$ cat config.mk
export PLATFORM = sky130hd
export DESIGN_NAME = date_minus_days_unit
export DESIGN_NICKNAME = d
export VERILOG_FILES = /design/src/rtl/core/dmd_pkg.sv /design/src/rtl/core/dmd_subcmp.sv /design/src/rtl/core/date_minus_days_unit.sv
export SDC_FILE = /design/constraint.sdc
export NUM_CORES = 1
export LEC_CHECK = 0
export ABC_AREA = 0
export BUFFER_PORTS_ARGS = -buffer_cell sky130_fd_sc_hd__buf_2
export CORE_AREA = 2 2 115 128
export DETAILED_ROUTE_END_ITERATION = 7
export DIE_AREA = 0 0 117 130
export GPL_ROUTABILITY_DRIVEN = 0
export GPL_TIMING_DRIVEN = 0
export PLACE_DENSITY_LB_ADDON = 0.08
export SLEW_MARGIN = 10
export SYNTH_ARGS = -nofsm -noshare
export SYNTH_HDL_FRONTEND = slang
export SYNTH_SLANG_ARGS = --single-unit
export TNS_END_PERCENT = 5
$ cat constraint.sdc
create_clock -name clk -period 9.7 [get_ports clk]
set_input_delay 0.485 -clock clk [delete_from_list [all_inputs] [get_ports clk]]
set_output_delay 0.485 -clock clk [all_outputs]
set_load 0.05 [all_outputs]
$ cat src/rtl/core/dmd_pkg.sv
// Shared types, constants and calendar helpers for the date-minus-days unit.
// No dependencies.
package dmd_pkg;

    localparam int MONTH_W = 4;
    localparam int DAY_W   = 5;
    localparam int YMOD_W  = 9;

    localparam logic [MONTH_W-1:0] MONTH_JAN = 4'd1;
    localparam logic [MONTH_W-1:0] MONTH_FEB = 4'd2;
    localparam logic [MONTH_W-1:0] MONTH_APR = 4'd4;
    localparam logic [MONTH_W-1:0] MONTH_JUN = 4'd6;
    localparam logic [MONTH_W-1:0] MONTH_SEP = 4'd9;
    localparam logic [MONTH_W-1:0] MONTH_NOV = 4'd11;
    localparam logic [MONTH_W-1:0] MONTH_DEC = 4'd12;

    localparam logic [DAY_W-1:0] DAY_FIRST = 5'd1;

    // Gregorian cycle: the leap pattern repeats every 400 years
    localparam int                YEAR_CYCLE    = 400;
    localparam logic [YMOD_W-1:0] YMOD_LAST     = 9'd399;
    localparam logic [YMOD_W-1:0] YMOD_CENT_1   = 9'd100;
    localparam logic [YMOD_W-1:0] YMOD_CENT_2   = 9'd200;
    localparam logic [YMOD_W-1:0] YMOD_CENT_3   = 9'd300;

    typedef enum logic [3:0] {
        ST_IDLE   = 4'b0001,
        ST_REDUCE = 4'b0010,
        ST_WALK   = 4'b0100,
        ST_FINISH = 4'b1000
    } dmd_state_t;

    // leap test on the year modulo 400
    function automatic logic is_leap(input logic [YMOD_W-1:0] ymod);
        logic century;
        century = (ymod == YMOD_CENT_1) || (ymod == YMOD_CENT_2) || (ymod == YMOD_CENT_3);
        return (ymod[1:0] == 2'b00) && !century;
    endfunction

    function automatic logic [DAY_W-1:0] month_length(input logic [MONTH_W-1:0] month,
                                                      input logic              leap);
        logic [DAY_W-1:0] len;
        len = 5'd31;
        if (month == MONTH_FEB)
        begin
            len = leap ? 5'd29 : 5'd28;
        end
        else if ((month == MONTH_APR) || (month == MONTH_JUN) ||
                 (month == MONTH_SEP) || (month == MONTH_NOV))
        begin
            len = 5'd30;
        end
        return len;
    endfunction

endpackage

$ cat src/rtl/core/dmd_subcmp.sv
// Shared subtract-and-compare unit of the date-minus-days unit.
// Depends on nothing; used by date_minus_days_unit for every iteration.
module dmd_subcmp #(
    parameter int W = 17
) (
    input  logic [W-1:0] a,
    input  logic [W-1:0] b,
    output logic [W-1:0] diff,
    output logic         ge
);

    logic [W:0] wide;

    assign wide = {1'b0, a} - {1'b0, b};
    assign diff = wide[W-1:0];
    assign ge   = !wide[W];

endmodule

$ cat src/rtl/core/date_minus_days_unit.sv
// Top level of the date-minus-days unit: sequencer, date registers, output register.
// Depends on dmd_pkg and dmd_subcmp.

// Subtracts days_back days from a Gregorian date by borrowing one whole month per
// cycle. An item first reduces the year modulo 400 for the leap test, then borrows
// months, closes with the day subtraction and loads the output register once it is
// free; the reduction and the walk share a single subtract/compare unit. in_ready
// is high only between items, but a finished result waits in the output register
// while the next item is taken.
// A borrow out of January of year 0 clamps the result to 0000-01-01 with
// underflow set.
module date_minus_days_unit #(
    parameter int DAYS_WIDTH = 16,
    parameter int YEAR_WIDTH = 14
) (
    input  logic                            clk,
    input  logic                            rst_n,
    input  logic                            in_valid,
    output logic                            in_ready,
    input  logic [YEAR_WIDTH-1:0]           start_year,
    input  logic [dmd_pkg::MONTH_W-1:0]     start_month,
    input  logic [dmd_pkg::DAY_W-1:0]       start_day,
    input  logic [DAYS_WIDTH-1:0]           days_back,
    output logic                            out_valid,
    input  logic                            out_ready,
    output logic [YEAR_WIDTH-1:0]           result_year,
    output logic [dmd_pkg::MONTH_W-1:0]     result_month,
    output logic [dmd_pkg::DAY_W-1:0]       result_day,
    output logic                            underflow
);

    localparam int UW        = (DAYS_WIDTH > YEAR_WIDTH + 1) ? DAYS_WIDTH : YEAR_WIDTH + 1;
    localparam int RED_STEPS = (YEAR_WIDTH > 8) ? YEAR_WIDTH - 8 : 1;
    localparam int KW        = (RED_STEPS > 1) ? $clog2(RED_STEPS) : 1;
    localparam logic [KW-1:0] K_TOP = KW'(RED_STEPS - 1);

    dmd_pkg::dmd_state_t state_reg, state_next;

    logic [YEAR_WIDTH-1:0]        year_reg, year_next;
    logic [dmd_pkg::MONTH_W-1:0]  month_reg, month_next;
    logic [dmd_pkg::DAY_W-1:0]    day_reg, day_next;
    logic [DAYS_WIDTH-1:0]        left_reg, left_next;
    logic [UW-1:0]                res_reg, res_next;
    logic [dmd_pkg::YMOD_W-1:0]   ymod_reg, ymod_next;
    logic [KW-1:0]                k_reg, k_next;
    logic                         under_reg, under_next;

    logic                         out_valid_reg, out_valid_next;
    logic [YEAR_WIDTH-1:0]        oyear_reg, oyear_next;
    logic [dmd_pkg::MONTH_W-1:0]  omonth_reg, omonth_next;
    logic [dmd_pkg::DAY_W-1:0]    oday_reg, oday_next;
    logic                         ounder_reg, ounder_next;

    logic [UW-1:0] op_a, op_b, op_diff;
    logic          op_ge;
    logic          out_free;

    dmd_subcmp #(.W(UW)) u_subcmp (
        .a    (op_a),
        .b    (op_b),
        .diff (op_diff),
        .ge   (op_ge)
    );

    always_comb
    begin
        if (state_reg == dmd_pkg::ST_REDUCE)
        begin
            op_a = res_reg;
            op_b = UW'(dmd_pkg::YEAR_CYCLE) << k_reg;
        end
        else
        begin
            op_a = UW'(left_reg);
            op_b = UW'(day_reg);
        end
    end

    assign out_free = !out_valid_reg || out_ready;
    assign in_ready = (state_reg == dmd_pkg::ST_IDLE);

    always_comb
    begin
        state_next     = state_reg;
        year_next      = year_reg;
        month_next     = month_reg;
        day_next       = day_reg;
        left_next      = left_reg;
        res_next       = res_reg;
        ymod_next      = ymod_reg;
        k_next         = k_reg;
        under_next     = under_reg;
        out_valid_next = out_valid_reg && !out_ready;
        oyear_next     = oyear_reg;
        omonth_next    = omonth_reg;
        oday_next      = oday_reg;
        ounder_next    = ounder_reg;

        unique case (state_reg)
            dmd_pkg::ST_IDLE:
            begin
                if (in_valid)
                begin
                    year_next  = start_year;
                    day_next   = start_day;
                    left_next  = days_back;
                    res_next   = UW'(start_year);
                    k_next     = K_TOP;
                    under_next = 1'b0;
                    if (start_month == '0)
                    begin
                        month_next = dmd_pkg::MONTH_JAN;
                    end
                    else if (start_month > dmd_pkg::MONTH_DEC)
                    begin
                        month_next = dmd_pkg::MONTH_DEC;
                    end
                    else
                    begin
                        month_next = start_month;
                    end
                    state_next = dmd_pkg::ST_REDUCE;
                end
            end

            dmd_pkg::ST_REDUCE:
            begin
                // restoring reduction of the year by 400 * 2^k
                if (op_ge)
                begin
                    res_next = op_diff;
                end
                if (k_reg == '0)
                begin
                    ymod_next  = op_ge ? op_diff[dmd_pkg::YMOD_W-1:0]
                                       : res_reg[dmd_pkg::YMOD_W-1:0];
                    state_next = dmd_pkg::ST_WALK;
                end
                else
                begin
                    k_next = k_reg - KW'(1);
                end
            end

            dmd_pkg::ST_WALK:
            begin
                if (op_ge)
                begin
                    // borrow the whole current month
                    left_next = op_diff[DAYS_WIDTH-1:0];
                    if (month_reg == dmd_pkg::MONTH_JAN)
                    begin
                        if (year_reg == '0)
                        begin
                            under_next = 1'b1;
                            state_next = dmd_pkg::ST_FINISH;
                        end
                        else
                        begin
                            year_next  = year_reg - YEAR_WIDTH'(1);
                            ymod_next  = (ymod_reg == '0) ? dmd_pkg::YMOD_LAST
                                                          : ymod_reg - dmd_pkg::YMOD_W'(1);
                            month_next = dmd_pkg::MONTH_DEC;
                            day_next   = dmd_pkg::month_length(dmd_pkg::MONTH_DEC, 1'b0);
                        end
                    end
                    else
                    begin
                        // February is only reached from March, so the year holds
                        month_next = month_reg - dmd_pkg::MONTH_W'(1);
                        day_next   = dmd_pkg::month_length(month_reg - dmd_pkg::MONTH_W'(1),
                                                           dmd_pkg::is_leap(ymod_reg));
                    end
                end
                else
                begin
                    day_next   = day_reg - left_reg[dmd_pkg::DAY_W-1:0];
                    state_next = dmd_pkg::ST_FINISH;
                end
            end

            dmd_pkg::ST_FINISH:
            begin
                if (out_free)
                begin
                    out_valid_next = 1'b1;
                    ounder_next    = under_reg;
                    if (under_reg)
                    begin
                        oyear_next  = '0;
                        omonth_next = dmd_pkg::MONTH_JAN;
                        oday_next   = dmd_pkg::DAY_FIRST;
                    end
                    else
                    begin
                        oyear_next  = year_reg;
                        omonth_next = month_reg;
                        oday_next   = day_reg;
                    end
                    state_next = dmd_pkg::ST_IDLE;
                end
            end

            default:
            begin
                state_next = dmd_pkg::ST_IDLE;
            end
        endcase
    end

    always_ff @(posedge clk or negedge rst_n)
    begin
        if (!rst_n)
        begin
            state_reg     <= dmd_pkg::ST_IDLE;
            out_valid_reg <= 1'b0;
        end
        else
        begin
            state_reg     <= state_next;
            out_valid_reg <= out_valid_next;
        end
    end

    always_ff @(posedge clk)
    begin
        year_reg   <= year_next;
        month_reg  <= month_next;
        day_reg    <= day_next;
        left_reg   <= left_next;
        res_reg    <= res_next;
        ymod_reg   <= ymod_next;
        k_reg      <= k_next;
        under_reg  <= under_next;
        oyear_reg  <= oyear_next;
        omonth_reg <= omonth_next;
        oday_reg   <= oday_next;
        ounder_reg <= ounder_next;
    end

    assign out_valid    = out_valid_reg;
    assign result_year  = oyear_reg;
    assign result_month = omonth_reg;
    assign result_day   = oday_reg;
    assign underflow    = ounder_reg;

endmodule

# [After elaboration in Yosys (flattened, before gate mapping)]
# Cells that the tools add are included.
[totals] output_inout_bits=26 in_bits=43 ff_bits=97 wordCells=128
[classes] magnitude_cmp=1 reduce_logical=29 shifts=1 eq_ne=26 n_addsub=6 n_mux=51
[op_table] operator="$mux W16" count=5
[op_table] operator="$pmux W16 S2" count=2
[op_table] operator="$mux W14" count=4
[op_table] operator="$mux W9" count=6
[op_table] operator="$mux W4" count=12
[op_table] operator="$pmux W14 S2" count=1
[op_table] operator="$mux W5" count=4
[op_table] operator="$reduce_and A5 Y1" count=4
[op_table] operator="$pmux W9 S2" count=1
[op_table] operator="$sub A16 B16 Y17" count=1
[op_table] operator="$ne A2 B2 Y1 const B" count=8
[op_table] operator="$pmux W4 S4" count=1
[op_table] operator="$shl A9 B3 Y16 const A" count=1
[op_table] operator="$logic_not A14 Y1" count=1
[op_table] operator="$sub A14 B1 Y14 const B" count=1
[op_table] operator="$eq A4 B3 Y1 const B" count=3
[op_table] operator="$eq A4 B4 Y1 const B" count=3
[op_table] operator="$reduce_and A3 Y1" count=4
[op_table] operator="$pmux W5 S2" count=1
[op_table] operator="$eq A9 B7 Y1 const B" count=1
[op_table] operator="$eq A9 B8 Y1 const B" count=1
[op_table] operator="$eq A9 B9 Y1 const B" count=1
[op_table] operator="$logic_not A9 Y1" count=1
[op_table] operator="$sub A9 B1 Y9 const B" count=1
[op_table] operator="other kinds (25)" count=46

# [Logic depth before layout (Yosys ltp)]
# Gate-level depths: netlist of the first run.
[depth] word_depth=10 depth_mapped=14

# [Cells and area by module]
# From an unflattened synthesis of the first run, not the netlist that was laid out.
[unflattened] cells_unflattened=684 hier_area_um2=6263.5
[by_module_without_submodules] module="date_minus_days_unit" seq_area_each_um2=2889.0 cells_each=547 n_inst=1 area_each_um2=5300.1
[by_module_without_submodules] module="dmd_subcmp" seq_area_each_um2=0.0 cells_each=137 n_inst=1 area_each_um2=963.4

# [Worst setup path after synthesis of the first run]
# No wires, ideal clock.
[synth_path] path_type="reg2reg" from="register state_reg[0]" to="register year_reg[0], enable pin" setup_slack_ps=5972 t_arrival_ps=3365 required_ps=9337 path_stages_with_launch=14 setup_time_ps=363 path_buffers=3 cell_sequence="dfstp_2 or4b_2 clkbuf_1 clkbuf_1 nor2_1 nand2_1 ha_1 o211ai_1 o211ai_1 nand4_1 nand2_1 clkbuf_1 nand4_1 nand2_1"
[synth_between] elab_chain_len=5 elab_cells_between_ends=12
[synth_lines] item="start, declared" line_no="date_minus_days_unit.sv:37" text="dmd_pkg::dmd_state_t state_reg, state_next;"
[synth_lines] item="start signal, assigned" line_no="date_minus_days_unit.sv:215" text="state_reg <= dmd_pkg::ST_IDLE;"
[synth_lines] item="start signal, assigned" line_no="date_minus_days_unit.sv:220" text="state_reg <= state_next;"
[synth_lines] item="$eq A4 B2 Y1" line_no="date_minus_days_unit.sv:67" text="if (state_reg == dmd_pkg::ST_REDUCE)"
[synth_lines] item="$mux W16" line_no="date_minus_days_unit.sv:67"
[synth_lines] item="$sub A16 B16 Y17" line_no="dmd_subcmp.sv:14" text="assign wide = {1'b0, a} - {1'b0, b};"
[synth_lines] item="$ne A2 B2 Y1 (no source line)"
[synth_lines] item="$reduce_and A5 Y1 (no source line) (*)"
[synth_lines] item="end signal, assigned" line_no="date_minus_days_unit.sv:227" text="year_reg <= year_next;"
[synth_lines] item="end, declared" line_no="date_minus_days_unit.sv:39" text="logic [YEAR_WIDTH-1:0] year_reg, year_next;"
# Every way passes the cells marked *; elsewhere a longest branch is shown, timed or not.
# A chain may end at the register's enable or synchronous reset.

# [Final worst setup path of the first run]
[layout_path] from="register state_reg[3]" to="register res_reg[12], enable pin"
[layout_between] elab_chain_len=5 elab_cells_between_ends=9
[layout_lines] item="$eq A4 B2 Y1" line_no="date_minus_days_unit.sv:67, date_minus_days_unit.sv:99"
[layout_lines] item="$mux W16" line_no="date_minus_days_unit.sv:67"
[layout_lines] item="$sub A16 B16 Y17" line_no="dmd_subcmp.sv:14"
[layout_lines] item="$ne A2 B2 Y1 (no source line)"
[layout_lines] item="$reduce_and A3 Y1 (no source line) (*)"
[layout_lines] item="end signal, assigned" line_no="date_minus_days_unit.sv:231" text="res_reg <= res_next;"
[layout_lines] item="end, declared" line_no="date_minus_days_unit.sv:43" text="logic [UW-1:0] res_reg, res_next;"
# Marks and branches as above.

==> impl_metrics.tcl, run 1 <==
set metrics [dict create \
    synth.distinct_cells 63 \
    hold_wc_path_type "in -> reg" \
    route.vias.total 4963 \
    grt.met1_usage 0.291 \
    dr.first_iter.drc_count 371 \
    share_seq_of_total_power 0.354 \
    path_max_fanout 16 \
    slew_viol_final 0 \
    final_net_count 798 \
    hpwl_mm 12.6 \
    syn_nets 717 \
    gr-usage-met3 0.0293 \
    skew_ps 10.4 \
    startpoint_type "register" \
    worstPathRequired_ps 9610 \
    clkSlewWorstSetupHoldPaths_ps 70 \
    outcome "completed" \
    synth.area.top_cells "edfxtp_1 (45%), nand2_1 (8.2%), ha_1 (6.6%)" \
    first_global_vias 4800 \
    switching_share 0.415 \
    overflow 0 \
    power.combinational.fraction 0.450 \
    setup.worst_path.class "reg -> reg" \
    p_clk_frac 0.196 \
    synth-edff-count 92 \
    ys_seq_elements 97 \
    final_cell_area_mm2 0.00700 \
    cts_root_buffer "clkbuf_16" \
    power_density_mw_per_mm2 257 \
    cp-end-kind "register" \
    num_rows 46 \
    routed_wire_length_per_instance_um 17.9 \
    clkLatencyLatePin_ps 360 \
    finalHoldViolations 0 \
    asyncSetResetFlopFracSynth 0.0515 \
    tritoncts_clock_tree "built" \
    starting_density_of_the_core 0.433 \
    ys.flop_type "edfxtp_1" \
    htree_levels 3 \
    drt_first_pass_iters 5 \
    worst_r2r_path_depth 13 \
    vdd.ir_drop.worst_uv 132 \
    intPower_mw 1.05 \
    core_area_mm2 0.0141 \
    timing.rr.start "state_reg[3]" \
    drive_above_1_share 0.152 \
    totalNegativeSetupSlack_ps 0 \
    mean_post_synth_cell_area_um2 9.54 \
    worst_hold_slack_ps 390 \
    worstMarginPinSlew_ps 919 \
    synthCells 640 \
    hold_start "start_day[2]" \
    achievable_frequency_ghz 0.201 \
    yosys.area.top_type "edfxtp_1" \
    die-width_um 117 \
    grt_antenna_before_repair 0 \
    clock_path_buffers 2 \
    leakage_nw 2.80 \
    post_cts_resized 0 \
    finalCriticalPeriod_ps 4990 \
    gr-usage-all-layers 0.228 \
    grt_max_degree 21 \
    final.period_utilization 0.514 \
    placement.io_buffers 68 \
    total_die_area_mm2 0.0152 \
    synth.top_cell.area_share 0.452 \
    antennaDiodeCount 0 \
    die_height_um 130 \
    power_mw 1.80 \
    yosysWarningCount 0 \
    mapped_area_mm2 0.00611 \
    placement.cell_area_mm2 0.00671 \
    rr_endpoint "res_reg[12]" \
    use_met2 0.384 \
    hold-path-cell-count 3 \
    post-route-drc-count 0 \
    timing.reg2reg.setup_slack_ps 4710 \
    synthToLayoutAreaGrowth_pct 14.7 \
    timing.slew.headroom 0.379 \
    final_core_util 0.497 \
    worstHoldEndpoint "day_reg[2]" \
    grt_busiest_layer "met2" \
    count_of_clock_tree_sinks 97 \
    wire_length_of_the_first_global_routing_pass_mm 25.9 \
    rsz0062_at_grt "false" \
    seq_area_frac_synth 0.473 \
    vias_per_cell 5.41 \
    timing.final.setup_violations 0 \
    boundaryPins 69 \
    tritoncts.num_buffers 9 \
    antenna_nets_post_route 0 \
    max_cap_violation_count 0 \
    total_routed_wirelength_mm 16.4 \
    switching_power_mw 0.745 \
    critPathArrivalTime_ps 4900 \
]
[kinds of logic (layout without fill, tap and decap cells)]
group	count (synthesis)	count (layout)	share of synthesized area
xor gates and xnor gates	33	33	0.0473
muxes	8	8	0.0139
AOI/OAI and AO/OA	143	143	0.146
buffers and inverters	55	141	0.0346
and+or+nand+nor	270	270	0.213
adders and majority gates	34	34	0.0721
DFF	97	97	0.473
[through the flow]
step	cells	worst slack [ps]
floorplan	640	5970
CTS	918	4680
global placement	900	4730
finish	918	4710
detailed placement	901	4710
global route	918	4310
[layout by cell type, fill, tap and decap left out, types with 5 or more instances in the layout]
| cell | n |
|---|---|
| a21boi_0 | 6 |
| nand4_1 | 5 |
| xnor2_1 | 18 |
| inv_1 | 24 |
| a21oi_1 | 23 |
| nor3_1 | 17 |
| o211ai_1 | 6 |
| nor2_1 | 33 |
| a21o_1 | 6 |
| ha_1 | 32 |
| clkbuf_16 | 9 |
| clkbuf_1 | 24 |
| nand2_1 | 133 |
| nor2b_1 | 22 |
| buf_2 | 72 |
| o21a_1 | 5 |
| nand3_1 | 12 |
| o21ai_0 | 63 |
| xor2_1 | 15 |
| edfxtp_1 | 92 |
| nand2b_1 | 10 |
| or3_1 | 6 |
[worst max-delay path by stage]
stage	from	to	slack, ps
CTS	state_reg[3]	res_reg[12]	4680
finish	state_reg[3]	res_reg[12]	4710
global route	state_reg[3]	res_reg[12]	4310
global placement	state_reg[3]	left_reg[11]	4730
floorplan	state_reg[0]	year_reg[0]	5970
detailed placement	state_reg[3]	res_reg[11]	4710
[final cells by class]
type                       instances  area, um2
buffer                            30        118
clock buffer                       9        225
clock inverter                     7       63.8
fill                            1361       7100
inverter                          25       93.8
multi-input combinational        488       3010
sequential                        97       2890
tap                              192        240
timing repair buffer              70        365
[Yosys cell counts, drive strengths merged (3+ instances only)]
library cell / instances
or3: 7
nor4: 5
or2: 3
buf: 6
a211oi: 4
nor3: 17
o21ai: 67
nand3b: 4
mux2i: 4
nand2: 133
nor4b: 4
nand4: 5
clkbuf: 24
ha: 32
nor2b: 22
nand3: 12
o31ai: 4
o21a: 5
edfxtp: 92
inv: 25
a21o: 6
nor2: 34
o211ai: 6
xnor2: 18
dfrtp: 4
and2: 3
xor2: 15
o22ai: 4
mux2: 4
nand2b: 10
a21oi: 24
and3: 4
a21boi: 6
[power groups by stage]
| stage | Combinational (mW) | Sequential [mW] | Clock, mW |
|---|---|---|---|
| 4_1_cts | 0.809 | 0.635 | 0.360 |
| 3_3_place_gp | 0.793 | 0.641 | 0 |
| 6_report | 0.809 | 0.636 | 0.353 |
| 2_1_floorplan | 0.577 | 0.626 | 0 |
| 5_1_grt | 0.898 | 0.646 | 0.374 |
| 3_5_place_dp | 0.804 | 0.645 | 0 |
[routing by layer]
metal	part of all wire	wire, um	up-vias
met5	0	0	-
met4	0.034	563	0
met3	0.049	812	31
met2	0.49	7980	156
met1	0.43	7070	2327
li1	-	-	2449
[worst max-delay path: stages, from the launching register on]
cell	delay [ps]
dfrtp_1	440
nor4b_1	810
clkbuf_1	450
mux2i_1	250
ha_1	180
inv_1	50
fa_1	430
a211oi_1	320
o211ai_1	180
nand4_1	120
nand2_1	290
clkbuf_1	360
nand2_1	140
nand2_1	490
[timing repair]
item	CTS	global route
hold buffers	1	0
setup buffers	0	0
endpoints found under the hold margin	4	0
No activity file was read; power rests on OpenSTA's default activity.
==> run 2, diff against run 1 <==
Clock period 9.7 ns to 4.7 ns, I/O delays scaled along.
==> run 2 against run 1 <==
Effect of this change: register-to-register slack worse by 4400 ps; global-route usage about the same; non-clock buffer count stayed put; critical path depth did not move; final cell count did not move; flip-flop and latch count did not move; final area is 0.45% higher; sequential power is 110% higher; combinational power rose by 110%; maximum frequency rose by 15%; sequential share of layout area down 0.18 points; count of clock-buffer cells in the layout did not move; largest power group unchanged; highest routed layer unchanged.
==> impl_metrics.tcl, run 2 (synthesis results as in run 1) <==
set metrics [dict create \
    worst_r2r_path_depth 13 \
    wire_length_of_the_first_global_routing_pass_mm 25.9 \
    hpwl_mm 12.6 \
    drt_first_pass_iters 5 \
    critPathArrivalTime_ps 4390 \
    skew_ps 9.79 \
    intPower_mw 2.18 \
    layout.cells.most_common "nand2_1" \
    setup.worst_path.class "reg -> reg" \
    core_area_mm2 0.0141 \
    clkLatencyLatePin_ps 360 \
    total_die_area_mm2 0.0152 \
    dp_cells 901 \
    timing.slew.headroom 0.474 \
    antennaDiodeCount 0 \
    finalHoldViolations 0 \
    cp-end-kind "register" \
    post-route-drc-count 0 \
    achievable_frequency_ghz 0.230 \
    die_height_um 130 \
    boundaryPins 69 \
    slew_viol_final 0 \
    switching_power_mw 1.54 \
    overflow 0 \
    worstPathRequired_ps 4750 \
    final_core_util 0.499 \
    leakage_nw 2.80 \
    clkSlewWorstSetupHoldPaths_ps 70 \
    synthToLayoutAreaGrowth_pct 15.2 \
    route.vias.total 4988 \
    grt_antenna_before_repair 0 \
    cts_root_buffer "clkbuf_16" \
    layout_common_cells "nand2_1 (128), edfxtp_1 (92), buf_2 (73), o21ai_0 (63), nor2_1 (33)" \
    tritoncts.num_buffers 9 \
    dpl_worst_slack_ps -289 \
    vias_per_cell 5.43 \
    share_seq_of_total_power 0.353 \
    htree_levels 3 \
    rsz0062_at_grt "false" \
    critical-path-max-stage-delay_ps 640 \
    placement.io_buffers 68 \
    timing.final.setup_violations 0 \
    final_cell_area_mm2 0.00704 \
    hold-path-cell-count 3 \
    clock_path_buffers 2 \
    switching_share 0.414 \
    final.setup.worst_slack_ps 359 \
    path_cells "or4b_2, clkbuf_1, clkbuf_1, nor2_1, nand2_1, ha_1, o211ai_1, o211ai_1, nand4_1, nand2_2, buf_2, nand4_1, nand2_4" \
    tritoncts_clock_tree "built" \
    final.period_utilization 0.924 \
    fillers 1350 \
    outcome "completed" \
    grt_max_degree 21 \
    antenna_nets_post_route 0 \
    worst_path_max_delay_cell "or4b_2" \
    finalCriticalPeriod_ps 4340 \
    power_density_mw_per_mm2 528 \
    critical_path_cell_count 13 \
    hold_wc_path_type "in -> reg" \
    starting_density_of_the_core 0.433 \
    num_rows 46 \
    count_of_clock_tree_sinks 97 \
    p_clk_frac 0.196 \
    routed_wire_length_per_instance_um 17.9 \
    path_max_fanout 14 \
    worstMarginPinSlew_ps 780 \
    cp_top_family "simple AND/OR/NAND/NOR gates" \
    total_routed_wirelength_mm 16.5 \
    dr.first_iter.drc_count 376 \
    power.combinational.fraction 0.451 \
    power_mw 3.72 \
    die-width_um 117 \
    postCtsSetupBuffers 0 \
    placement.cell_area_mm2 0.00671 \
    startpoint_type "register" \
    gr-usage-all-layers 0.228 \
    drive_above_1_share 0.163 \
    final_net_count 798 \
    max_cap_violation_count 0 \
    finish.cell_count_without_fillers 918 \
    cp.buffers_inverters 3 \
    vdd.ir_drop.worst_uv 257 \
    first_global_vias 4811 \
]
-- run 2: area by class of cell --
type / count / area (um2) / share of cell area
Clock buffer: 9 / 225 / 0.0320
Multi-Input combinational cell: 488 / 3040 / 0.432
Inverter: 25 / 93.8 / 0.0133
Tap cell: 192 / 240 / 0.0341
Buffer: 30 / 120 / 0.0171
Timing Repair Buffer: 70 / 365 / 0.0519
Sequential cell: 97 / 2890 / 0.411
Clock inverter: 7 / 63.8 / 0.00907
-- run 2: what timing repair did --
action	4_1_cts	5_1_grt
endpoints found under the setup margin	60	65
endpoints found under the hold margin	5	0
gates cloned	0	0
hold buffers	1	0
gates resized for setup	5	7
-- run 2: power by group through the flow --
stage	logic, mW	registers (mW)	clock network [mW]
3_5_place_dp	1.66	1.33	0
3_3_place_gp	1.64	1.32	0
5_1_grt	1.87	1.33	0.771
6_report	1.68	1.31	0.729
2_1_floorplan	1.19	1.29	0
4_1_cts	1.68	1.31	0.744
-- run 2: through the flow --
stage / hold WS, ps / setup TNS [ps]
after floorplan: -60.6 / 0
after global placement: 61.2 / -12650
after detailed placement: 61.9 / -11990
after CTS: 134 / 0
after global routing: 167 / 0
final: 140 / 0
-- run 2: worst paths after layout --
check | start | slack (ps) | endpoint
max reg2reg | state_reg[3] | 360 | year_reg[12]
min in group asynchronous | rst_n | 230 | state_reg[2]
min | start_day[2] | 140 | day_reg[2]
min reg2reg | day_reg[0] | 540 | result_day[0]
max in group asynchronous | rst_n | 4250 | state_reg[0]
max | state_reg[3] | 360 | year_reg[12]
-- run 2: metal layers --
layer | wire length, um | share of wire | vias to the layer above | global-route usage
met4 | 585 | 0.036 | 0 | 0.106
met2 | 7940 | 0.48 | 136 | 0.383
met5 | 0 | 0 | - | 0
met1 | 7230 | 0.44 | 2370 | 0.291
li1 | - | - | 2449 | -
met3 | 712 | 0.043 | 33 | 0.0320
-- run 2: worst min-delay path, stage by stage --
cell and delay (ps):
buf_2 80, nand2_1 40, nand2_1 40
==> run 3, diff against run 2 <==
Settings changed: PLACE_DENSITY_LB_ADDON 0.08 to unset.
==> run 3 against run 2 <==
Effect of this change: critical path depth is 1 higher; combinational power hardly changed; first-iteration DRC count is 3.5% higher; final cell count stayed put; largest power group unchanged; critical endpoint is now left_reg[8]; final area is 1.0% higher; global-route usage is 0.059 points lower; clock power is 26% higher; sequential share of layout area is 0.41 points lower; die area stayed put; routed wire length hardly changed.
==> impl_metrics.tcl, run 3 (synthesis results as in run 1) <==
set metrics [dict create \
    finalHoldViolations 0 \
    finish.cell_count_without_fillers 918 \
    clock_path_buffers 2 \
    power_mw 3.92 \
    placement.io_buffers 68 \
    dp_cells 901 \
    worstMarginPinSlew_ps 735 \
    num_rows 46 \
    finalCriticalPeriod_ps 4430 \
    vdd.ir_drop.worst_uv 314 \
    cp-end-kind "register" \
    layout_common_cells "nand2_1 (128), edfxtp_1 (92), buf_2 (72), o21ai_0 (63), nor2_1 (33)" \
    path_max_fanout 16 \
    achievable_frequency_ghz 0.226 \
    total_die_area_mm2 0.0152 \
    outcome "completed" \
    clkLatencyLatePin_ps 360 \
    startpoint_type "register" \
    dr.first_iter.drc_count 389 \
    antenna_nets_post_route 0 \
    tritoncts.num_buffers 9 \
    first_global_vias 4951 \
    total_routed_wirelength_mm 16.5 \
    final_net_count 798 \
    post-route-drc-count 0 \
    gr-usage-all-layers 0.228 \
    htree_levels 3 \
    postCtsSetupBuffers 0 \
    hpwl_mm 12.6 \
    boundaryPins 69 \
    worstPathRequired_ps 4700 \
    final.period_utilization 0.942 \
    cts_root_buffer "clkbuf_16" \
    grt_max_degree 20 \
    core_area_mm2 0.0141 \
    die-width_um 117 \
    timing.final.setup_violations 0 \
    wire_length_of_the_first_global_routing_pass_mm 26.0 \
    clkSlewWorstSetupHoldPaths_ps 70 \
    max_cap_violation_count 0 \
    setup.worst_path.class "reg -> reg" \
    vias_per_cell 5.51 \
    slew_viol_final 0 \
    drive_above_1_share 0.160 \
    layout.cells.most_common "nand2_1" \
    antennaDiodeCount 0 \
    critPathArrivalTime_ps 4430 \
    leakage_nw 2.84 \
    starting_density_of_the_core 0.433 \
    drt_first_pass_iters 5 \
    routed_wire_length_per_instance_um 17.9 \
    count_of_clock_tree_sinks 97 \
    grt_antenna_before_repair 0 \
    overflow 0 \
    rsz0062_at_grt "true" \
    power_density_mw_per_mm2 552 \
    skew_ps 10.2 \
    timing.reg2reg.setup_slack_ps 270 \
    tritoncts_clock_tree "built" \
    route.vias.total 5060 \
    synthToLayoutAreaGrowth_pct 16.4 \
    hold_wc_path_type "in -> reg" \
    timing.slew.headroom 0.505 \
    die_height_um 130 \
]
run 3: cell types whose count changed in the layout (fill, tap and decap cells not counted), moves of 2 or more:
cell / before / now
clkbuf_1: 22 / 24
inv_6: 0 / 2
inv_8: 3 / 0
clkinv_4: 2 / 0
bufinv_16: 0 / 4
run 3: layout make-up:
type                            count  area (um2)
Multi-Input combinational cell    488        3030
Inverter                           25        93.8
Sequential cell                    97        2890
Buffer                             30         119
Clock inverter                      6         138
Fill cell                        1322        6990
Timing Repair Buffer               70         365
Clock buffer                       10         229
Tap cell                          192         240
run 3: per-layer routing:
metal  global-route usage  wire length, um  vias to the layer above
met2                0.383             8010                      195
met5                    0                0                        -
met4                0.100              510                        0
met3               0.0316              921                       33
li1                     -                -                     2458
met1                0.292             7030                     2374
run 3: worst max-delay path: stages (launching register included):
cell and delay (ps):
dfrtp_1 440, or4b_2 650, clkbuf_1 240, clkbuf_1 340, nand2_1 150, nand2_1 90, ha_1 270, clkbuf_1 290
a21oi_1 120, a21oi_1 250, nand4_1 130, nand2_2 250, buf_2 320, nand2_1 120, nand2_2 380
run 3: path summary, 6_finish.rpt:
path / to / from / cells after the start
min in group asynchronous: state_reg[2] / rst_n / 2
hold / removal: day_reg[2] / start_day[2] / 3
hold reg to reg: result_day[0] / day_reg[0] / 1
setup / recovery: left_reg[8] / state_reg[3] / 14
max in group asynchronous: state_reg[0] / rst_n / 2
setup reg to reg: left_reg[8] / state_reg[3] / 14
run 3: where the power goes:
group / leakage, nW / switching (mW) / internal (mW)
clock network: 0.178 / 0.339 / 0.578
registers: 0.915 / 0.106 / 1.21
logic: 1.74 / 1.09 / 0.604
total: 2.84 / 1.53 / 2.39
run 3: per-stage QoR:
step	cell area [um2]	hold WS, ps	setup WS (ps)	utilization	setup TNS, ps
after global routing	7110	167	-69.0	0.504	-2050
after global placement	6690	53.6	-276	0.474	-12630
final	7110	146	274	0.504	0
after CTS	7100	141	78.8	0.503	0
after detailed placement	6710	59.7	-332	0.476	-15010
after floorplan	6110	-60.6	972	-	0
run 3: repair_timing:
item                       4_1_cts  5_1_grt
hold endpoints to repair         5        0
hold buffers                     1        0
resized for setup                5        3
setup endpoints to repair       64       64
